$ cat src/design/clhm_ram.sv
// generic single-write, single-read ram with registered read data
module clhm_ram #(
    parameter int WIDTH = 32,
    parameter int DEPTH = 32
)(
    input  logic                     clk,
    input  logic                     we,
    input  logic [$clog2(DEPTH)-1:0] waddr,
    input  logic [WIDTH-1:0]         wdata,
    input  logic [$clog2(DEPTH)-1:0] raddr,
    output logic [WIDTH-1:0]         rdata
);

    logic [WIDTH-1:0] store_reg [DEPTH];
    logic [WIDTH-1:0] rdata_reg;

    always_ff @(posedge clk)
    begin
        if (we)
        begin
            store_reg[waddr] <= wdata;
        end
        rdata_reg <= store_reg[raddr];
    end

    assign rdata = rdata_reg;

endmodule

$ cat config.mk
export PLATFORM = sky130hd
export DESIGN_NAME = clhm_ram
export DESIGN_NICKNAME = d
export VERILOG_FILES = /design/src/design/clhm_ram.sv
export SDC_FILE = /design/constraint.sdc
export NUM_CORES = 1
export LEC_CHECK = 0
export BUFFER_PORTS_ARGS = -buffer_cell sky130_fd_sc_hd__buf_2
export CAP_MARGIN = 25
export CORE_ASPECT_RATIO = 0.75
export CORE_UTILIZATION = 67
export DETAILED_ROUTE_END_ITERATION = 7
export PLACE_DENSITY_LB_ADDON = 0.12
export SYNTH_ARGS = -nofsm -noshare
export SYNTH_HDL_FRONTEND = slang
export SYNTH_SLANG_ARGS = --single-unit
$ cat constraint.sdc
create_clock -name clk -period 8.8 [get_ports clk]
set_clock_uncertainty 0.15 [all_clocks]
set_input_delay 0.88 -clock clk [delete_from_list [all_inputs] [get_ports clk]]
set_output_delay 0.88 -clock clk [all_outputs]
set_load 0.05 [all_outputs]
==> results.yml, run 1 <==
floorplanning:
  pin_count: 76
  die_area_sq_um: 61400
  die_w_um: 286
  coreArea_sq_um: 59300
  start_util: 0.682
  fp.dieH_um: 215
  placementRows: 77
detailed_routing:
  drc: 0
  wl_met3_um: 8040
  wirelength_um: 94000
  avgRoutedWirePerCell_um: 29.2
  dr_total_vias: 21300
  top_layer: "met4"
  antenna_left: 0
  wirelength_met1_um: 38600
  via_per_inst: 6.61
  drtIter0Drc: 2717
  wl_met2_um: 45300
  drtPass1Iterations: 5
synthesis:
  synth.yosys.seq_area_share: 0.775
  synth.distinct_cells: 25
  syn_nets: 2304
  syn_area_per_cell_sq_um: 17.9
  synth_area_sq_um: 40500
  synthCells: 2260
  ys_ff_latch: 1056
  yosysWarnings: 0
worst_setup_path:
  cp-start-kind: "input port"
  crit_path_cell_trace: "buf_2 > and2b_4 > buf_4 > a22o_1 > nor3_1 > a31oi_1 > nand3_1"
  regToRegStartpoint: "store_reg[1][5]"
  r2r-end: "rdata[5]"
  arrival_ns: 3.59
  critPathLaunch: "raddr[2]"
  cp.required_ns: 9.16
  crit_type: "input port to flop"
  cpPeakStageDelay_ns: 0.96
  path_max_fanout: 70
  r2r_cells: 5
  end_kind: "flop"
  crit_slowest_cell: "buf_4"
  r2r_slack_ns: 7.37
  endpoint: "rdata[22]"
cells_and_area:
  layout.nets: 2394
  final_cell_mix: "edfxtp_1, mux2i_1, nand3_1, nand2_1"
  diodes: 0
  drive_gt1_frac: 0.124
  utilization: 0.755
  nFillCells: 3432
  multiInputGateArea_sq_um: 8610
  largest_register_ffs: 1024
  final-seq-area_sq_um: 31400
  area_delta_synth_final_pct: 10.6
  final_common_cell: "edfxtp_1"
placed_design:
  hpwl_um: 45400
  portBuffers: 75
  gp_congestion: 0.774
flow_run:
  cap_violations: 0
sta:
  hold_violations: 0
  final.min_clock_period_ns: 3.23
  tightestPinTransition_ns: 1.10
  tns_ns: 0
  max_slew_margin: 0.266
  max_freq_mhz: 309
  period_share: 0.368
  setup_violations: 0
  drv_slew: 0
  rsz0062_at_grt: "no"
cts:
  ctsResizeCount: 0
  cts_buffers: 94
  cts_sinks: 1056
  cts-root-buf: "clkbuf_16"
  clk-insertion-delay-late_ns: 0.64
  cts_tree: "built"
  htree_levels: 3
  clock_path_buffers: 3
  post-cts-setup-buffers: 0
  path_clk_slew_ns: 0.07
  postCtsHoldBufs: 0
power_and_ir_drop:
  p_per_area_nw_per_um2: 228
  leakage_nw: 15.6
  vdd_drop_max_v: 0.000227
hold_path:
  worstHoldPathType: "flop to flop"
global_routing:
  antenna_found_initial: 0
  grt_overflow: 0
  grt_pass1_wl_um: 136000
  grt_max_degree: 144
  grt.total_usage: 0.308
  grt_pass1_vias: 21000
status:
  status: "finished clean"
synth_stat cells:
master,number,area share
nor3_1,32,0.0040
or2_2,1,0.00015
or3_1,1,0.00015
or3b_2,3,0.00065
buf_1,5,0.00046
a21oi_1,96,0.012
a31oi_1,32,0.0049
nor2_1,34,0.0032
buf_6,15,0.0042
and2b_1,1,0.00019
nor2b_1,1,0.00015
nand3b_1,5,0.00093
buf_2,26,0.0032
mux2i_1,512,0.13
a22o_1,64,0.014
nand3_1,98,0.012
nand2b_1,2,0.00031
dfxtp_1,32,0.016
buf_4,33,0.0061
clkbuf_4,2,0.00037
nand2_1,98,0.0091
and2_1,1,0.00015
a22oi_1,96,0.018
edfxtp_1,1024,0.76
clkbuf_1,46,0.0043
layout make-up:
| class | count | area share |
|---|---|---|
| clock buffers | 123 | 0.0568 |
| multi-input cells | 1077 | 0.192 |
| repair buffers | 121 | 0.0177 |
| clock inverters | 50 | 0.0102 |
| well taps | 790 | 0.0221 |
| flip-flops and latches | 1056 | 0.701 |
metal layers:
layer / global-route usage / vias up
li1: - / 9143
met1: 0.445 / 10900
met2: 0.494 / 1050
met3: 0.0508 / 135
met4: 0.0834 / 0
met5: 0 / -
worst min path at each step:
stage | end | slack [ns] | from | depth (start not counted)
final | rdata[24] | 0.44 | store_reg[16][24] | 4
after global routing | rdata[1] | 0.48 | store_reg[26][1] | 4
after CTS | rdata[24] | 0.45 | store_reg[16][24] | 4
after detailed placement | rdata[8] | 0.42 | store_reg[16][8] | 4
after global placement | rdata[7] | 0.42 | store_reg[16][7] | 4
after floorplan | rdata[10] | 0.40 | store_reg[16][10] | 4
stage by stage:
step / cells / instance area [sq um] / total power, mW / setup slack [ns] / hold WS (ns)
2_1_floorplan: 2260 / 40500 / 6.07 / 5.34 / 0.403
3_3_place_gp: 3042 / 41700 / 6.26 / 5.00 / 0.423
3_5_place_dp: 3044 / 41800 / 6.28 / 5.04 / 0.425
4_1_cts: 3217 / 44800 / 10.2 / 5.66 / 0.448
5_1_grt: 3217 / 44800 / 10.4 / 5.49 / 0.483
6_report: 3217 / 44800 / 10.2 / 5.57 / 0.439
power by group:
part	leakage, nW	internal [mW]	switching (mW)	total, mW
logic	4.65	0.165	0.396	0.561
registers	9.49	5.59	0.0291	5.62
clock network	1.47	2.27	1.75	4.02
logic make-up after synthesis:
group,share of synthesized area
flip-flops,0.775
buffers and inverters,0.0186
AND/OR/NAND/NOR,0.0310
multiplexers,0.127
AO/OA/AOI/OAI,0.0485
worst max-delay path, delay by kind of cell:
family / cells / cell delay, ns
and+or+nand+nor: 3 / 1.08
buffers and inverters: 2 / 1.09
AOI/OAI and AO/OA: 2 / 0.47
Power figures use the tool's default switching activity.
==> run 2, diff against run 1 <==
--- a/config.mk
+++ b/config.mk
@@ -8,7 +8,7 @@
 export BUFFER_PORTS_ARGS = -buffer_cell sky130_fd_sc_hd__buf_2
 export CAP_MARGIN = 25
 export CORE_ASPECT_RATIO = 0.75
-export CORE_UTILIZATION = 67
+export CORE_UTILIZATION = 62
 export DETAILED_ROUTE_END_ITERATION = 7
 export PLACE_DENSITY_LB_ADDON = 0.12
 export SYNTH_ARGS = -nofsm -noshare
==> constraint.sdc (replaced) <==
create_clock -name clk -period 3 [get_ports clk]
set_clock_uncertainty 0.15 [all_clocks]
set_input_delay 0.3 -clock clk [delete_from_list [all_inputs] [get_ports clk]]
set_output_delay 0.3 -clock clk [all_outputs]
set_load 0.05 [all_outputs]
==> results.yml, run 2 (synthesis gave the netlist of run 1 again) <==
detailed_routing:
  dr_total_vias: 21400
  antenna_left: 0
  drtPass1Iterations: 5
  wirelength_um: 94700
  drtIter0Drc: 2298
  avgRoutedWirePerCell_um: 27.9
  via_per_inst: 6.31
  drc: 0
worst_setup_path:
  cpPeakStageDelay_ns: 0.43
  end_kind: "output port"
  r2r-end: "rdata[14]"
  arrival_ns: 1.39
  crit_buf_inv: 1
  crit_path_cell_trace: "buf_2"
  path_delay_family: "flip-flops"
  cp-start-kind: "flop"
  path_max_fanout: 1
  crit_type: "flop to output port"
  crit_slowest_cell: "dfxtp_1"
  cp.required_ns: 2.55
  regToRegStartpoint: "store_reg[0][14]"
  r2r_slack_ns: 1.36
  r2r_cells: 5
cells_and_area:
  largest_register_ffs: 1024
  nFillCells: 3921
  final-seq-area_sq_um: 31400
  utilization: 0.718
  layout.nets: 2489
  drive_gt1_frac: 0.151
  final_common_cell: "edfxtp_1"
  area_delta_synth_final_pct: 13.7
  final_cell_mix: "edfxtp_1, mux2i_1, clkbuf_16, buf_4, nand3_1"
  multiInputGateArea_sq_um: 8610
cts:
  clock_path_buffers: 3
  clk-insertion-delay-late_ns: 0.65
  cts-root-buf: "clkbuf_16"
  post-cts-setup-buffers: 0
  ctsResizeCount: 0
  htree_levels: 3
  cts_buffers: 96
  postCtsHoldBufs: 15
  cts_sinks: 1056
  cts_tree: "built"
  path_clk_slew_ns: 0.06
floorplanning:
  die_w_um: 297
  placementRows: 80
  pin_count: 76
  coreArea_sq_um: 64100
  fp.dieH_um: 223
  die_area_sq_um: 66300
  start_util: 0.632
hold_path:
  worstHoldStart: "wdata[21]"
  worstHoldPathType: "input port to flop"
  holdPathEnd: "store_reg[24][21]"
  hold_depth: 1
placed_design:
  gp_congestion: 0.809
  portBuffers: 75
  hpwl_um: 53000
sta:
  max_slew_margin: 0.467
  max_freq_mhz: 543
  tns_ns: 0
  rsz0062_at_grt: "no"
  period_share: 0.614
  tightestPinTransition_ns: 0.797
  final.min_clock_period_ns: 1.84
  setup_violations: 0
  hold_violations: 0
  drv_slew: 0
power_and_ir_drop:
  leakage_nw: 16.2
  p_per_area_nw_per_um2: 661
  internal-power_mw: 24.0
  switching_share: 0.212
  pwr-share-clk: 0.401
  p_sw_mw: 6.43
  vdd_drop_max_v: 0.000485
  p_comb_frac: 0.058
  seqPwrFrac: 0.542
global_routing:
  grt_max_degree: 64
  antenna_found_initial: 1
  grt_pass1_wl_um: 138000
  grt.total_usage: 0.288
  grt_overflow: 0
  grt_pass1_vias: 21300
status:
  status: "finished clean"
flow_run:
  cap_violations: 0
[run 2: cell count changes in the layout (fill, tap and decap cells not counted), moves of 2 or more]
cell           previous run  this run
buf_12                    5        25
buf_4                    41        99
clkbuf_1                 22        31
clkbuf_16                95       101
clkinv_1                 14        10
clkinvlp_4                4         2
dlygate4sd3_1             0        15
[run 2: routing by layer]
metal  track usage  vias to the layer above  part of all wire  wire length, um
li1              -                     9348                 -                -
met1         0.411                    10900              0.42            39500
met2         0.457                      938              0.47            44900
met3        0.0459                      166             0.077             7330
met4        0.0989                        2             0.032             3000
met5       0.00505                        -           0.00051               48
[run 2: through the flow]
stage | setup slack (ns) | power [mW] | cell area (sq um) | hold WS, ns | cells
after CTS | 1.10 | 30.5 | 46000 | 0.00194 | 3390
after floorplan | 0.116 | 17.8 | 40500 | 0.249 | 2260
final | 1.16 | 30.4 | 46000 | 0.0182 | 3391
after global routing | 1.14 | 31.2 | 46000 | 0.0331 | 3390
after global placement | 0.693 | 18.5 | 42700 | 0.434 | 3193
after detailed placement | 0.642 | 18.5 | 42700 | 0.442 | 3193
[run 2: layout make-up]
cell class	instances	area share
Multi-Input combinational cell	1077	0.187
Timing Repair Buffer	214	0.0387
Sequential cell	1056	0.682
Tap cell	861	0.0234
Clock inverter	43	0.00903
Clock buffer	139	0.0595
Antenna cell	1	0.0000544
[run 2: worst max-delay path by stage]
stage	end	slack, ns	from	depth (start not counted)
6_report	rdata[17]	1.16	rdata[17]	1
5_1_grt	rdata[17]	1.14	rdata[17]	1
4_1_cts	rdata[17]	1.10	rdata[17]	1
3_5_place_dp	store_reg[4][20]	0.64	waddr[1]	4
3_3_place_gp	store_reg[4][20]	0.69	waddr[1]	4
2_1_floorplan	store_reg[12][0]	0.12	waddr[1]	3
[run 2: power groups by stage]
stage	clock, mW	combinational, mW	sequential, mW
floorplan	0	0.847	17.0
global placement	0	1.70	16.8
detailed placement	0	1.73	16.8
CTS	12.3	1.75	16.5
global route	12.8	1.86	16.5
finish	12.2	1.75	16.5
